[src/design/tot_pkg.sv]
// ----------------------------------------------------------------------------
// tot_pkg
// Types and constants shared by the triangle overlap test blocks.
// ----------------------------------------------------------------------------
package tot_pkg;

  // port width of every coordinate field
  localparam int unsigned IN_BITS  = 16;
  // width of the tolerance register
  localparam int unsigned TOL_BITS = 35;
  // coordinates per request (two triangles, three vertices, x and y)
  localparam int unsigned NUM_CRD  = 12;
  // queue between front and back
  localparam int unsigned Q_DEPTH  = 4;
  localparam int unsigned Q_PW     = 2;
  localparam int unsigned Q_CW     = 3;
  // accepting edge to result strobe
  localparam int unsigned LATENCY  = 7;

  // configuration register indexes
  typedef enum logic [1:0] {
    CFG_EDGE_TOL  = 2'd0,
    CFG_ALLOW_REV = 2'd1,
    CFG_TOUCH     = 2'd2
  } cfg_idx_e;

  // configuration as seen by the datapath
  typedef struct packed {
    logic signed [TOL_BITS-1:0] tol;
    logic                       allow_rev;
    logic                       touch;
  } cfg_t;

  // queue status seen by the front
  typedef struct packed {
    logic [Q_CW-1:0] cnt;
    logic            empty;
  } q_stat_t;

endpackage

[src/design/tot_front.sv]
// ----------------------------------------------------------------------------
// tot_front
// Accepts requests, finds each triangle's orientation and classifies it:
// clockwise triangles are swapped or flagged, then pushed to the queue.
// ----------------------------------------------------------------------------
module tot_front import tot_pkg::*; #(
  parameter int unsigned C = 16
) (
  input  logic                   clk_i,
  input  logic                   rst_ni,
  input  logic                   start_i,
  output logic                   busy_o,
  input  logic [IN_BITS-1:0]     raw_i [NUM_CRD],
  input  cfg_t                   cfg_i,
  input  q_stat_t                q_stat_i,
  output logic                   push_o,
  output logic [NUM_CRD*C:0]     push_data_o
);

  localparam int unsigned PW = 2 * C + 2;
  localparam int unsigned DW = 2 * C + 3;

  logic                v1_q, v2_q;
  logic signed [C-1:0] c1_q [NUM_CRD];
  logic signed [C-1:0] c2_q [NUM_CRD];
  logic signed [PW-1:0] pa_d [2], pb_d [2];
  logic signed [PW-1:0] pa_q [2], pb_q [2];
  logic                accept;
  logic [Q_CW-1:0]     inflight;

  // credit check: queue entries plus requests still in the front
  assign inflight = q_stat_i.cnt + Q_CW'(v1_q) + Q_CW'(v2_q);
  assign busy_o   = (inflight >= Q_CW'(Q_DEPTH));
  assign accept   = start_i && !busy_o;

  // stage 1: capture coordinates, sign-extended or truncated to C bits
  always_ff @(posedge clk_i or negedge rst_ni) begin
    if (!rst_ni) begin
      v1_q <= 1'b0;
      v2_q <= 1'b0;
    end else begin
      v1_q <= accept;
      v2_q <= v1_q;
    end
  end

  always_ff @(posedge clk_i) begin
    for (int k = 0; k < NUM_CRD; k++) begin
      c1_q[k] <= C'($signed({{24{raw_i[k][IN_BITS-1]}}, raw_i[k]}));
    end
  end

  // orientation products (v1 - v0) x (v2 - v0)
  always_comb begin
    logic signed [C:0] ex1, ey1, ex2, ey2;
    for (int t = 0; t < 2; t++) begin
      ex1 = (C+1)'(c1_q[6*t+2]) - (C+1)'(c1_q[6*t+0]);
      ey1 = (C+1)'(c1_q[6*t+3]) - (C+1)'(c1_q[6*t+1]);
      ex2 = (C+1)'(c1_q[6*t+4]) - (C+1)'(c1_q[6*t+0]);
      ey2 = (C+1)'(c1_q[6*t+5]) - (C+1)'(c1_q[6*t+1]);
      pa_d[t] = ex1 * ey2;
      pb_d[t] = ey1 * ex2;
    end
  end

  // stage 2: products registered
  always_ff @(posedge clk_i) begin
    c2_q <= c1_q;
    pa_q <= pa_d;
    pb_q <= pb_d;
  end

  // classify: swap vertices 1 and 2 of a clockwise triangle, or flag it
  always_comb begin
    logic signed [DW-1:0] det;
    logic                 neg;
    logic                 err;
    logic signed [C-1:0]  crd [NUM_CRD];
    err = 1'b0;
    crd = c2_q;
    for (int t = 0; t < 2; t++) begin
      det = DW'(pa_q[t]) - DW'(pb_q[t]);
      neg = det[DW-1];
      if (neg && cfg_i.allow_rev) begin
        crd[6*t+2] = c2_q[6*t+4];
        crd[6*t+3] = c2_q[6*t+5];
        crd[6*t+4] = c2_q[6*t+2];
        crd[6*t+5] = c2_q[6*t+3];
      end
      err = err | (neg && !cfg_i.allow_rev);
    end
    for (int k = 0; k < NUM_CRD; k++) begin
      push_data_o[k*C +: C] = crd[k];
    end
    push_data_o[NUM_CRD*C] = err;
  end

  assign push_o = v2_q;

endmodule

[config.mk]
export PLATFORM = sky130hd
export DESIGN_NAME = tot_front
export DESIGN_NICKNAME = d
export VERILOG_FILES = /design/src/design/tot_pkg.sv /design/src/design/tot_front.sv
export SDC_FILE = /design/constraint.sdc
export NUM_CORES = 2
export LEC_CHECK = 0
export CAP_MARGIN = 20
export CORE_UTILIZATION = 50
export DETAILED_ROUTE_END_ITERATION = 6
export DONT_BUFFER_PORTS = 1
export GPL_TIMING_DRIVEN = 0
export PLACE_DENSITY = 0.64
export SYNTH_ARGS = -nofsm -noshare
export SYNTH_HDL_FRONTEND = slang
export SYNTH_SLANG_ARGS = --single-unit
[constraint.sdc]
create_clock -name clk_i -period 10.85 [get_ports clk_i]
set_clock_uncertainty 0.2 [all_clocks]
set_input_delay 3.255 -clock clk_i [delete_from_list [all_inputs] [get_ports clk_i]]
set_output_delay 3.255 -clock clk_i [all_outputs]
set_load 0.1 [all_outputs]
== Word level (Yosys, flattened, before mapping) ==
Cells that the tools add are included.
Storage, ports and cells
  word-level logic and storage cells: 57
  output and inout port bits: 195
  register bits: 522
  bits of input ports: 236
Operators by class
  magnitude comparators: 1
  reduce and logical (&&, ||, !) cells: 7
  bitwise operators: 1
  muxes and demuxes: 2
  multipliers: 4
  $add $sub $neg: 12
Operators with widths (count)
  $mul A17 B17 Y34: 4
  $sub A16 B16 Y17: 8
  $mux W64: 2
  $sub A34 B34 Y35: 2
  $add A3 B1 Y3: 2
  $logic_and A1 B1 Y1: 5
  $ge A3 B3 Y1 const B: 1
  $logic_not A1 Y1: 2
  $or A1 B1 Y1: 1

== Logic depth before layout (Yosys ltp) ==
  word-level depth: 5
  gate-level depth with buffers: 36

== Least setup slack after synthesis ==
No wires, ideal clock.
  path type: input -> output
  start point: input q_stat_i[1] in the netlist's numbering
  end point: output busy_o
  path slack: 2.134 ns
  stages: 4
  data arrival time: 5.261 ns
  cell sequence: ha_1 -> a21o_1 -> nand2_1 -> xnor2_1
Between the ends
  cells in the longest elaborated chain, start to end: 3
RTL lines
  start, declared: RTL line tot_front.sv:15  | input q_stat_t q_stat_i,
  $add A3 B1 Y3 (2 in series): RTL line tot_front.sv:32  | assign inflight = q_stat_i.cnt + Q_CW'(v1_q) + Q_CW'(v2_q);
  $ge A3 B3 Y1: RTL line tot_front.sv:33  | assign busy_o = (inflight >= Q_CW'(Q_DEPTH));
  end, declared: RTL line tot_front.sv:12  | output logic busy_o,
No other way between the ends.

==> impl_results.md <==
- Status: finished, final reports clean
- Worst setup path end: pb_q[67]
- Met1 Track Usage GR: 35.0%
- Worst setup path start: c1_q[176]
- Core ar.: 124,000 um^2
- WP data arrival: 10.76 ns
- Max_cap viols: 0
- First-pass GRT wire length: 279 mm
- Final number of setup-violating endpoints: 0
- Hold Buf Count CTS: 0
- HP Class: register to register
- Critical Path RT: 11.13 ns
- CP max-delay cell: dfxtp_1
- Area share of the largest cell type after synthesis: 37.9%
- Initial antenna violation count: 17
- Skew-Pair Late Insertion Delay: 0.67 ns
- Num ports: 431
- Post-route ant nets: 0
- Final Max Tran Viols: 0
- YS warnings: 0
- Initial Util: 50.7%
- Multi-input logic area: 46,100 um^2
- Total wire length: 181 mm
- # nets final: 8,676
- Post-synthesis sequential area ratio: 16.6%
- Setup TNS: 0 ns
- Vias in the first global route: 47.2k
- Placer Congestion: 0.974
- RR Startpoint: c1_q[176]
- Vias: 44.8k
- Netlist cell types: 77
- Fin. Hold Viols: 0
- Slowest stage delay, CP: 0.77 ns
- Clk slew on worst S/H paths: 0.07 ns
- Total CTS buffers: 54
- Asr flop ratio synth: 0.383%
- Layout cells sized above 1: 5.94%
- H-tree Lvls: 2
- Min Tclk post-route: 10.48 ns
- Syn Inst Count: 6,620
- Hpwl dp: 155 mm
- Clk root buf: clkbuf_16
- CP max FO: 10
- Grt total ovfl: 0
- Top cell by count, worst path: fa_1
- Critical path capture point type: register
- RSZ-0062 raised after global routing: false
- Die Y: 357 um
- Post-synth EDFFs: 0
- Top_reg_cell synth: dfxtp_1
- Routed wire length per instance: 21.5 um
- Largest net degree at the start of global routing: 17
- Rows: 129
- GR met3 Demand/Resource: 6.40%
- Fmax: 0.0954 GHz
- Post-Syn Nets: 8,583
- DIE AREA: 127,000 um^2
- GRT Util Overall: 29.1%
- CTS tree: yes
- Post-route DRC: 0
- GR Layer Usage met2: 48.7%
- Width of the die: 357 um
- Mean Syn Cell Area: 9.51 um^2
- Area Overhead vs Synth: 6.88%
- Filler Cell Count: 11.3k
- Clock Tree Buf Depth: 3
- Sinks on Clock Net: 522
- Busiest grt layer: met2
- DRT Pass-1 Iters: 6
- Worst rel slew slack: 11.9%
- FF-to-FF setup slack: 0.37 ns
- DRT iter0 DRCs: 2,965
- Reg area: 10,500 um^2
- FF+latch count, synth: 522
- Synth area leaders: fa_1, dfxtp_1, ha_1
- Yosys top cell by area: fa_1
- Worst setup SP type: register
- Tightest Pin Transition: 1.32 ns
- R2r worst-path depth: 30
- Reg2reg end: pb_q[67]
- Port Buffers: 0
- Mapped cell area: 63,000 um^2
- WS Path Type: register to register
- Via density per instance: 5.32
- Fin crit share: 96.6%
## synthesized netlist by cell type (98+ instances only)
cell type  number
inv_1        1434
fa_1         1192
nand2_1       682
nor2_1        537
ha_1          535
dfxtp_1       520
xnor2_1       198
a21oi_1       171
nor2b_1       133
mux2_2        130
clkbuf_1      111
o21ai_0        98
## stage by stage
stage               util [%]  hold WS (ns)  instances  area (um^2)  worst slack [ns]
CTS                     54.0         0.150       8381        67100             0.135
global placement        52.3         0.136       8257        65000            0.0323
detailed placement      52.5         0.142       8284        65300             0.151
finish                  54.1         0.150       8424        67300             0.371
floorplan                  -         0.131       6620        63000              2.13
global route            54.1         0.160       8399        67200             0.127
## how the worst min path moves through the flow
stage / start / endpoint / slack, ns / cells after the start
4_1_cts: c1_q[74] / push_data_o[122] / 0.15 / 0
5_1_grt: c1_q[74] / push_data_o[122] / 0.16 / 0
3_3_place_gp: c1_q[74] / push_data_o[122] / 0.14 / 0
2_1_floorplan: c1_q[0] / c2_q[0] / 0.13 / 0
6_report: c1_q[74] / push_data_o[122] / 0.15 / 0
3_5_place_dp: c1_q[173] / push_data_o[29] / 0.14 / 0
## metal layers
metal | part of all wire (%) | wire (um)
met1 | 38 | 68700
met2 | 47 | 85800
met3 | 8.5 | 15400
met4 | 6.2 | 11200
met5 | 0.0072 | 13
## timing repair
| item | 4_1_cts | 5_1_grt |
|---|---|---|
| setup endpoints to repair | 0 | 2 |
| resized for setup | 0 | 2 |
| endpoints found under the hold margin | 0 | 0 |
| setup buffers | 0 | 0 |
## registers in the layout (all words and copies together), names as in the netlist
| register | count |
|---|---|
| pa_q | 68 |
| push_data_o | 64 |
| push_o | 1 |
| c1_q | 192 |
| v1_q | 1 |
| pb_q | 68 |
| c2_q | 128 |
## cells in the final DEF, fill, tap and decap left out, drive strengths merged, types with 131 or more instances in the layout
master / count
nand2: 683
dfxtp: 520
ha: 535
a21oi: 171
clkbuf: 175
fa: 1192
nor2: 537
nor2b: 133
xnor2: 199
inv: 1445
buf: 131
## worst max-delay path, delay by kind of cell, from the launching register on
kind | cells | cell delay [ns]
xor+xnor | 1 | 0.17
compound gates | 10 | 3.63
fa+ha+maj | 9 | 4.11
flops | 1 | 0.77
buf+inv | 6 | 0.97
simple gates | 4 | 0.43
## cell type report
type / count / area share (%)
clock buffer: 64 / 2.12
clock inverter: 33 / 0.610
tap: 1637 / 3.04
buffer: 205 / 1.57
multi-input combinational: 4458 / 68.5
inverter: 1435 / 8.01
antenna: 33 / 0.123
sequential: 522 / 15.5
timing repair buffer: 37 / 0.444
## kinds of logic (layout without fill, tap and decap cells)
kind of cell             Yosys count  count (layout)  share of synthesized area, %
buffers and inverters           1640            1774                          10.2
AO/OA/AOI/OAI                    567             567                          5.85
XOR/XNOR                         283             283                          3.95
AND/OR/NAND/NOR                 1746            1746                          12.4
flip-flops                       522             522                          16.6
adder cells (fa/ha/maj)         1727            1727                          48.5
other                              0              33                             0
multiplexers                     135             135                          2.41
Power is not shown: default switching activity piles up to over one toggle a cycle in this logic, so the estimate is an artifact.
