### src/design/tot_pkg.sv
// ----------------------------------------------------------------------------
// tot_pkg
// Types and constants shared by the triangle overlap test blocks.
// ----------------------------------------------------------------------------
package tot_pkg;

  // port width of every coordinate field
  localparam int unsigned IN_BITS  = 16;
  // width of the tolerance register
  localparam int unsigned TOL_BITS = 35;
  // coordinates per request (two triangles, three vertices, x and y)
  localparam int unsigned NUM_CRD  = 12;
  // queue between front and back
  localparam int unsigned Q_DEPTH  = 4;
  localparam int unsigned Q_PW     = 2;
  localparam int unsigned Q_CW     = 3;
  // accepting edge to result strobe
  localparam int unsigned LATENCY  = 7;

  // configuration register indexes
  typedef enum logic [1:0] {
    CFG_EDGE_TOL  = 2'd0,
    CFG_ALLOW_REV = 2'd1,
    CFG_TOUCH     = 2'd2
  } cfg_idx_e;

  // configuration as seen by the datapath
  typedef struct packed {
    logic signed [TOL_BITS-1:0] tol;
    logic                       allow_rev;
    logic                       touch;
  } cfg_t;

  // queue status seen by the front
  typedef struct packed {
    logic [Q_CW-1:0] cnt;
    logic            empty;
  } q_stat_t;

endpackage

### src/design/tot_queue.sv
// ----------------------------------------------------------------------------
// tot_queue
// Short FIFO between the front and the back.
// ----------------------------------------------------------------------------
module tot_queue import tot_pkg::*; #(
  parameter int unsigned W = 193
) (
  input  logic         clk_i,
  input  logic         rst_ni,
  input  logic         push_i,
  input  logic [W-1:0] data_i,
  input  logic         pop_i,
  output logic [W-1:0] data_o,
  output q_stat_t      stat_o
);

  logic [W-1:0]    mem_q [Q_DEPTH];
  logic [Q_PW-1:0] wr_ptr_q, rd_ptr_q;
  logic [Q_CW-1:0] cnt_q;
  logic            do_pop;

  assign do_pop = pop_i && (cnt_q != '0);

  // pointers and fill count
  always_ff @(posedge clk_i or negedge rst_ni) begin
    if (!rst_ni) begin
      wr_ptr_q <= '0;
      rd_ptr_q <= '0;
      cnt_q    <= '0;
    end else begin
      if (push_i) wr_ptr_q <= wr_ptr_q + 1'b1;
      if (do_pop) rd_ptr_q <= rd_ptr_q + 1'b1;
      cnt_q <= cnt_q + Q_CW'(push_i) - Q_CW'(do_pop);
    end
  end

  // storage
  always_ff @(posedge clk_i) begin
    if (push_i) mem_q[wr_ptr_q] <= data_i;
  end

  assign data_o       = mem_q[rd_ptr_q];
  assign stat_o.cnt   = cnt_q;
  assign stat_o.empty = (cnt_q == '0);

endmodule

### config.mk
export PLATFORM = sky130hd
export DESIGN_NAME = tot_queue
export DESIGN_NICKNAME = d
export VERILOG_FILES = /design/src/design/tot_pkg.sv /design/src/design/tot_queue.sv
export SDC_FILE = /design/constraint.sdc
export NUM_CORES = 1
export LEC_CHECK = 0
export ABC_AREA = 1
export BUFFER_PORTS_ARGS = -buffer_cell sky130_fd_sc_hd__buf_2
export CORE_MARGIN = 1.5
export CORE_UTILIZATION = 30
export CTS_BUF_LIST = sky130_fd_sc_hd__clkbuf_8
export DETAILED_ROUTE_END_ITERATION = 10
export PLACE_DENSITY = 0.56
export SLEW_MARGIN = 25
export SYNTH_ARGS = -nofsm -noshare
export SYNTH_HDL_FRONTEND = slang
export SYNTH_SLANG_ARGS = --single-unit
### constraint.sdc
create_clock -name clk_i -period 5.8 [get_ports clk_i]
set_input_delay 0.29 -clock clk_i [delete_from_list [all_inputs] [get_ports clk_i]]
set_output_delay 0.29 -clock clk_i [all_outputs]
set_load 0.03 [all_outputs]
# After elaboration in Yosys (flattened, before gate mapping)
# Memories as Yosys holds them, arrays and structs flattened.
# Cells that the tools add are included.
[totals] register_bits=7 ramBits=772 in_bits=197 out_inout_bits=197 word_cells=13 n_memories=1
[classes] addsub=4 mux=2 n_reduce_logical=3
[memory_table] name="mem_q" depth=4 width=193 rd=1 rd_clocked_by_memory_dff=0 wr=1 line="tot_queue.sv:17" source="logic [W-1:0] mem_q [Q_DEPTH];"
[ops] cell="2-bit by 1-bit adder with 2-bit output (second input constant)" count=2
[ops] cell="3-bit by 1-bit adder with 3-bit output" count=1
[ops] cell="3-bit logical NOT" count=1
[ops] cell="3-bit nonzero test" count=1
[ops] cell="3-bit by 1-bit subtractor with 3-bit output" count=1
[ops] cell="1-bit two-way mux" count=2
[ops] cell="1-bit logical AND" count=1

# Logic depth before layout (Yosys ltp)
# Gate-level depths: netlist of the first run.
[logic_depth] word_depth=3 mapped_depth=12 ltp_nobuf=12

# Worst setup path before layout of the first run
# OpenSTA, ideal clock, no wires.
[synth_timing] kind="register to register" startpoint="reg wr_ptr_q[0]" endpoint="mem mem_q[0][0] (enable)" setup_time_ns=0.545 arrival_time_ns=4.411 required_ns=5.255 setup_slack_ns=0.844 stages_incl_launch_ff=5 n_path_buf=0 synth_period_minus_slack_ns=4.956 cell_sequence="dfrtp_1 -> inv_1 -> ha_1 -> nand2_1 -> inv_1"
[synth_rtl] element="start: declaration" line="tot_queue.sv:18" source="logic [Q_PW-1:0] wr_ptr_q, rd_ptr_q;"
[synth_rtl] element="start signal: assignment" line="tot_queue.sv:31" source="if (push_i) wr_ptr_q <= wr_ptr_q + 1'b1;"
[synth_rtl] element="end: declaration" line="tot_queue.sv:17"
# Straight into the memory's write port.

# Worst setup path after layout of the first run
[layout_timing] startpoint="reg rd_ptr_q[0]" endpoint="out data_o[128]"
[layout_via] elab_chain_cells=1
[layout_lines] element="start: declaration" line="tot_queue.sv:18"
[layout_lines] element="start signal: assignment" line="tot_queue.sv:32" source="if (do_pop) rd_ptr_q <= rd_ptr_q + 1'b1;"
[layout_lines] element="memory read 4 x 193 bit"
[layout_lines] element="end: declaration" line="tot_queue.sv:13" source="output logic [W-1:0] data_o,"
# Every way passes these cells.

==> results of run 1 <==
-- kinds of logic (layout without fill, tap and decap cells) --
kind of cell,after synthesis,after routing,synth area share
AOI/OAI and AO/OA,387,387,0.0634
xor gates and xnor gates,3,3,0.000860
adders and majority gates,7,7,0.00311
buffers and inverters,338,1062,0.0471
DFF,779,779,0.765
other,0,4,0
and+or+nand+nor,984,984,0.121
-- cells in the mapped netlist (all sizes together) --
master,number
edfxtp,772
nand2,595
nor2,387
o21ai,387
inv,210
buf,73
clkbuf,55
dfrtp,7
ha,6
nand3,2
xor2,2
fa,1
xnor2,1
-- power breakdown --
| group | switching (uW) | internal (uW) | total, uW | leakage (uW) |
|---|---|---|---|---|
| clock | 2220 | 2280 | 4500 | 0.00138 |
| combinational | 5870 | 1930 | 7800 | 0.00664 |
| sequential | 241 | 7370 | 7610 | 0.00717 |
-- critical path, cell delays in order, from the launching register on --
cell and delay (ps):
dfrtp_4 650, buf_4 630, buf_4 790, nor2_1 120
nor2_1 110, o21ai_1 80, nand2_1 120, buf_2 210
-- metrics by stage --
step | cells | area (sq um) | util | setup WS (ps) | hold slack (ps)
after floorplan | 2498 | 30600 | - | 844 | -5.59
after global placement | 4141 | 33800 | 0.336 | 2730 | 154
after detailed placement | 4141 | 33800 | 0.336 | 2680 | 153
after CTS | 4579 | 38200 | 0.380 | 1770 | 139
after global routing | 4582 | 38200 | 0.380 | 1520 | 179
final | 4583 | 38200 | 0.380 | 1870 | 255
-- area by class of cell --
type                    instances  share of cell area
well taps                    1357              0.0444
inverters                     210              0.0217
clock buffers                 139              0.0501
diodes                          4            0.000262
clock inverters               102              0.0132
flip-flops and latches        779               0.611
multi-input cells            1381               0.151
repair buffers                611               0.108
-- worst paths after layout --
path                             startpoint  slack (ps)             to
worst max-delay path            rd_ptr_q[0]        1870    data_o[128]
worst min-delay path            data_i[185]         260  mem_q[0][185]
worst max register to register  wr_ptr_q[0]        3220   mem_q[0][10]
worst min register to register  wr_ptr_q[0]         540    wr_ptr_q[0]
max in group asynchronous            rst_ni        4930    rd_ptr_q[0]
min in group asynchronous            rst_ni         540       cnt_q[2]
-- state kept, by name (all words and copies together) (netlist names) --
signal and flops:
cnt_q 3, mem_q 772, rd_ptr_q 2, wr_ptr_q 2
-- routing by layer --
layer  share of wire  GRT usage  vias to the layer above
met4           0.029     0.0559                        8
li1                -          -                     9702
met5         0.00064          0                        -
met2            0.48      0.222                      458
met1            0.41      0.154                     9106
met3           0.074     0.0494                      150
==> metrics.txt, run 1 <==
status=finished clean; CTS buffer count=~140; port bufs=393; clk buf depth=3; Power, Total=between 15000 and 20000 uW; Worst-Skew Late Latency=approximately 800 ps; Register Area=approximately 23000 sq um; fin crit period=3930 ps; setup tns final=0 ps; initial DRC count=1142; share of layout cells above drive strength 1=0.182; area of the multi-input gates=5750 sq um; placement row count=between 100 and 150; Hold Buf Count CTS=about 200; Post-Syn Nets=approximately 2700; TritonRoute pass-1 iters=4; crit path max fanout=between 90 and 100; Ys Warns=0; register bit total from synthesis=around 780; first-pass GRT wire length=roughly 110000 um; CTS sink count=between 700 and 800; HPWL Detailed=37900 um; sequential area share after synthesis=0.765; GRT overflow=0; Die Area=slightly above 100000 sq um; H-tree Lvls=4; synthesized instance count=2498; vias=19424; slew of the pin with the lowest slew margin=roughly 1000 ps; synth unique cells=18; nature of the critical path endpoint=output port; vias per std cell=between 4 and 5; post-synth top area share=0.759; core area=~100000 sq um; Setup CP Type=register to output port; TritonCTS clock tree=built; Data required, critical path=around 5500 ps; All-Layer GR Usage=0.133; WL/cell=around 15 um; synthesized cell area=~31000 sq um; synthesized area per cell=roughly 12 sq um; worst-case reg-to-reg path depth=5; vias in the first global route=19112; leading area contributor after synthesis=edfxtp_1; Hold Vio Cnt, Final=0; max-slew violations=0; P&R area growth vs syn=25.1%; Post-CTS Setup Repair Bufs=0; final setup skew=roughly 31 ps; final wirelength=70100 um; Routed Antenna Nets=0; Initial Utilization=0.304; RSZ-0062 raised after global routing=false; Worst VDD drop=a little over 0.4 mV; hold depth=2; Final #Nets=between 3000 and 4000; CTS-repair resized insts=0; Slew HR=0.301; initial antenna violation count=8; Die H=approximately 320 um; Die Width=roughly 320 um; GPL Wtd Cong=roughly 0.7; io pins=approximately 390; commonest non-fill, non-tap cell in the layout=edfxtp_1; Leak=between 0.015 and 0.02 uW; DRC viols=0; largest cells by area after synthesis=edfxtp_1 76%, nand2_1 7.3%, nor2_1 4.8%, o21ai_0 4.2%, inv_1 2.6%; FILL cells=between 9000 and 10000; commonest cells after routing, fill and taps aside=772 x edfxtp_1, 595 x nand2_1, 393 x buf_2; Max Clk Rate=around 0.25 GHz; CTS root buffer=clkbuf_8; final worst path period share=0.678; Setup-failing EPs final=0; largest net degree at the start of global routing=a little under 200; Arr. time, crit path=about 3600 ps; Min-Delay Path Class=input pin to register; critical path startpoint category=register; Worst-path clk slew=60 ps; maxcap violations=0; Cell Pwr Density=521 nW/um^2
Note: power is estimated with default switching activity, not from simulation.
==> run 2, diff against run 1 <==
clock period = 3.9 ns   (was 5.8 ns; I/O delays follow)
==> run 2 against run 1 <==
Utilization grew 0.46 points. Flip-flop and latch count is the same. Combinational power grew 54%. Via count grew 0.57%. Sequential share of layout area fell by 0.74 points. Cell count increased by 0.52%. Global-route usage up 0.17 points. Clock power rose by 54%. Critical endpoint is now data_o[115].
==> metrics.txt, run 2 (synthesized netlist as in run 1, its figures left out) <==
status=finished clean; Worst-Skew Late Latency=around 780 ps; TritonCTS clock tree=built; Final #Nets=roughly 3300; Post-CTS Setup Repair Bufs=0; vias=19535; Die Width=~320 um; FILL cells=~9700; Arr. time, crit path=about 2800 ps; Largest register FFs=about 770; slew of the pin with the lowest slew margin=a little over 1000 ps; Die Area=roughly 100000 sq um; worst hold path startpoint=data_i[133]; WL/cell=about 15 um; Setup CP Type=register to output port; commonest cells after routing, fill and taps aside=772 x edfxtp_1, 591 x nand2_1, 393 x buf_2; hold depth=2; clk buf depth=3; Top Registers=mem_q: 772 flops, cnt_q: 3 flops; Place WS=998 ps; Max Clk Rate=about 0.33 GHz; final setup skew=slightly below 30 ps; DRC viols=0; Initial Utilization=0.304; worst-case reg-to-reg path depth=5; Die H=322 um; final worst slack=about 870 ps; initial antenna violation count=10; initial DRC count=945; Worst R2R Start=wr_ptr_q[0]; TritonRoute pass-1 iters=4; nature of the critical path endpoint=output port; utilization of the core after routing=0.385; crit path max fanout=roughly 160; hold_ws=roughly 150 ps; CTS sink count=779; Hold Vio Cnt, Final=0; Min-Delay Path Class=input pin to register; Leak=between 0.015 and 0.02 uW; worst-case hold path end point=mem_q[3][133]; maxcap violations=0; vias per std cell=~4.2; All-Layer GR Usage=0.135; placement row count=~120; commonest non-fill, non-tap cell in the layout=edfxtp_1; port bufs=393; P&R area growth vs syn=26.6%; Setup-failing EPs final=0; RSZ-0062 raised after global routing=false; largest net degree at the start of global routing=between 200 and 250; first-pass GRT wire length=roughly 110000 um; Cell Pwr Density=roughly 800 nW/um^2; Top reg by flops=mem_q; CTS buffer count=138; Worst-path clk slew=approximately 60 ps; io pins=approximately 390; GPL Wtd Cong=between 0.7 and 0.8; fin crit period=between 3000 and 4000 ps; Slew HR=0.319; Worst VDD drop=about 0.44 mV; share of layout cells above drive strength 1=0.190; final wirelength=70600 um; CTS root buffer=clkbuf_8; Reg2Reg Capture Point=mem_q[3][143]; Data required, critical path=around 3700 ps; R2R Setup Slk=approximately 1000 ps; HPWL Detailed=roughly 39000 um; critical path startpoint category=register; core area=~100000 sq um; max-slew violations=0; H-tree Lvls=4; final worst path period share=0.777; Routed Antenna Nets=0; GRT overflow=0; vias in the first global route=between 15000 and 20000
==> run 2: stage by stage <==
stage          instances  TNS, ps  area, sq um  power [uW]
2_1_floorplan       2498   -30670        30600       19700
3_3_place_gp        4160        0        34100       23400
3_5_place_dp        4161        0        34200       23500
4_1_cts             4600        0        38600       30700
5_1_grt             4607        0        38700       32200
6_report            4607        0        38700       30200
==> run 2: how the worst max path moves through the flow <==
stage	cells after the start	slack, ps	end	from
2_1_floorplan	4	-50	mem_q[0][0]	wr_ptr_q[0]
3_3_place_gp	5	1030	mem_q[3][125]	wr_ptr_q[0]
3_5_place_dp	5	1000	mem_q[3][125]	wr_ptr_q[0]
4_1_cts	6	810	data_o[115]	rd_ptr_q[0]
5_1_grt	7	630	data_o[92]	rd_ptr_q[0]
6_report	7	870	data_o[115]	rd_ptr_q[0]
==> run 2: metal layers <==
| metal | part of all wire | vias to the layer above | GRT usage | wire length, um |
|---|---|---|---|---|
| met5 | 0.00051 | - | 0 | 36 |
| met4 | 0.030 | 6 | 0.0595 | 2130 |
| met3 | 0.071 | 157 | 0.0463 | 5020 |
| met2 | 0.48 | 481 | 0.226 | 34000 |
| met1 | 0.42 | 9150 | 0.156 | 29500 |
| li1 | - | 9741 | - | - |
==> run 2: timing repair <==
item,CTS,global route
gates resized for setup,0,0
hold buffers,197,0
hold endpoints to repair,785,0
==> run 2: power by group <==
group          total (uW)  switching, uW  internal, uW  leakage (uW)
Sequential          11300            322         10900       0.00717
Combinational       12000           8870          3130       0.00677
Clock                6950           3280          3670       0.00144
==> run 2: cell type report <==
type	count	area [sq um]	area share
sequential	779	23400	0.604
multi-input combinational	1381	5770	0.149
timing repair buffer	632	4510	0.117
clock buffer	144	1980	0.0512
tap	1357	1700	0.0439
inverter	210	816	0.0211
clock inverter	98	524	0.0136
antenna	6	15.0	0.000388
==> run 2: critical path, stage by stage (launching register included) <==
cell	delay (ps)
dfrtp_4	490
buf_12	290
buf_16	420
nor2_1	110
nor2_1	100
o21ai_0	80
nand2_1	150
buf_2	220
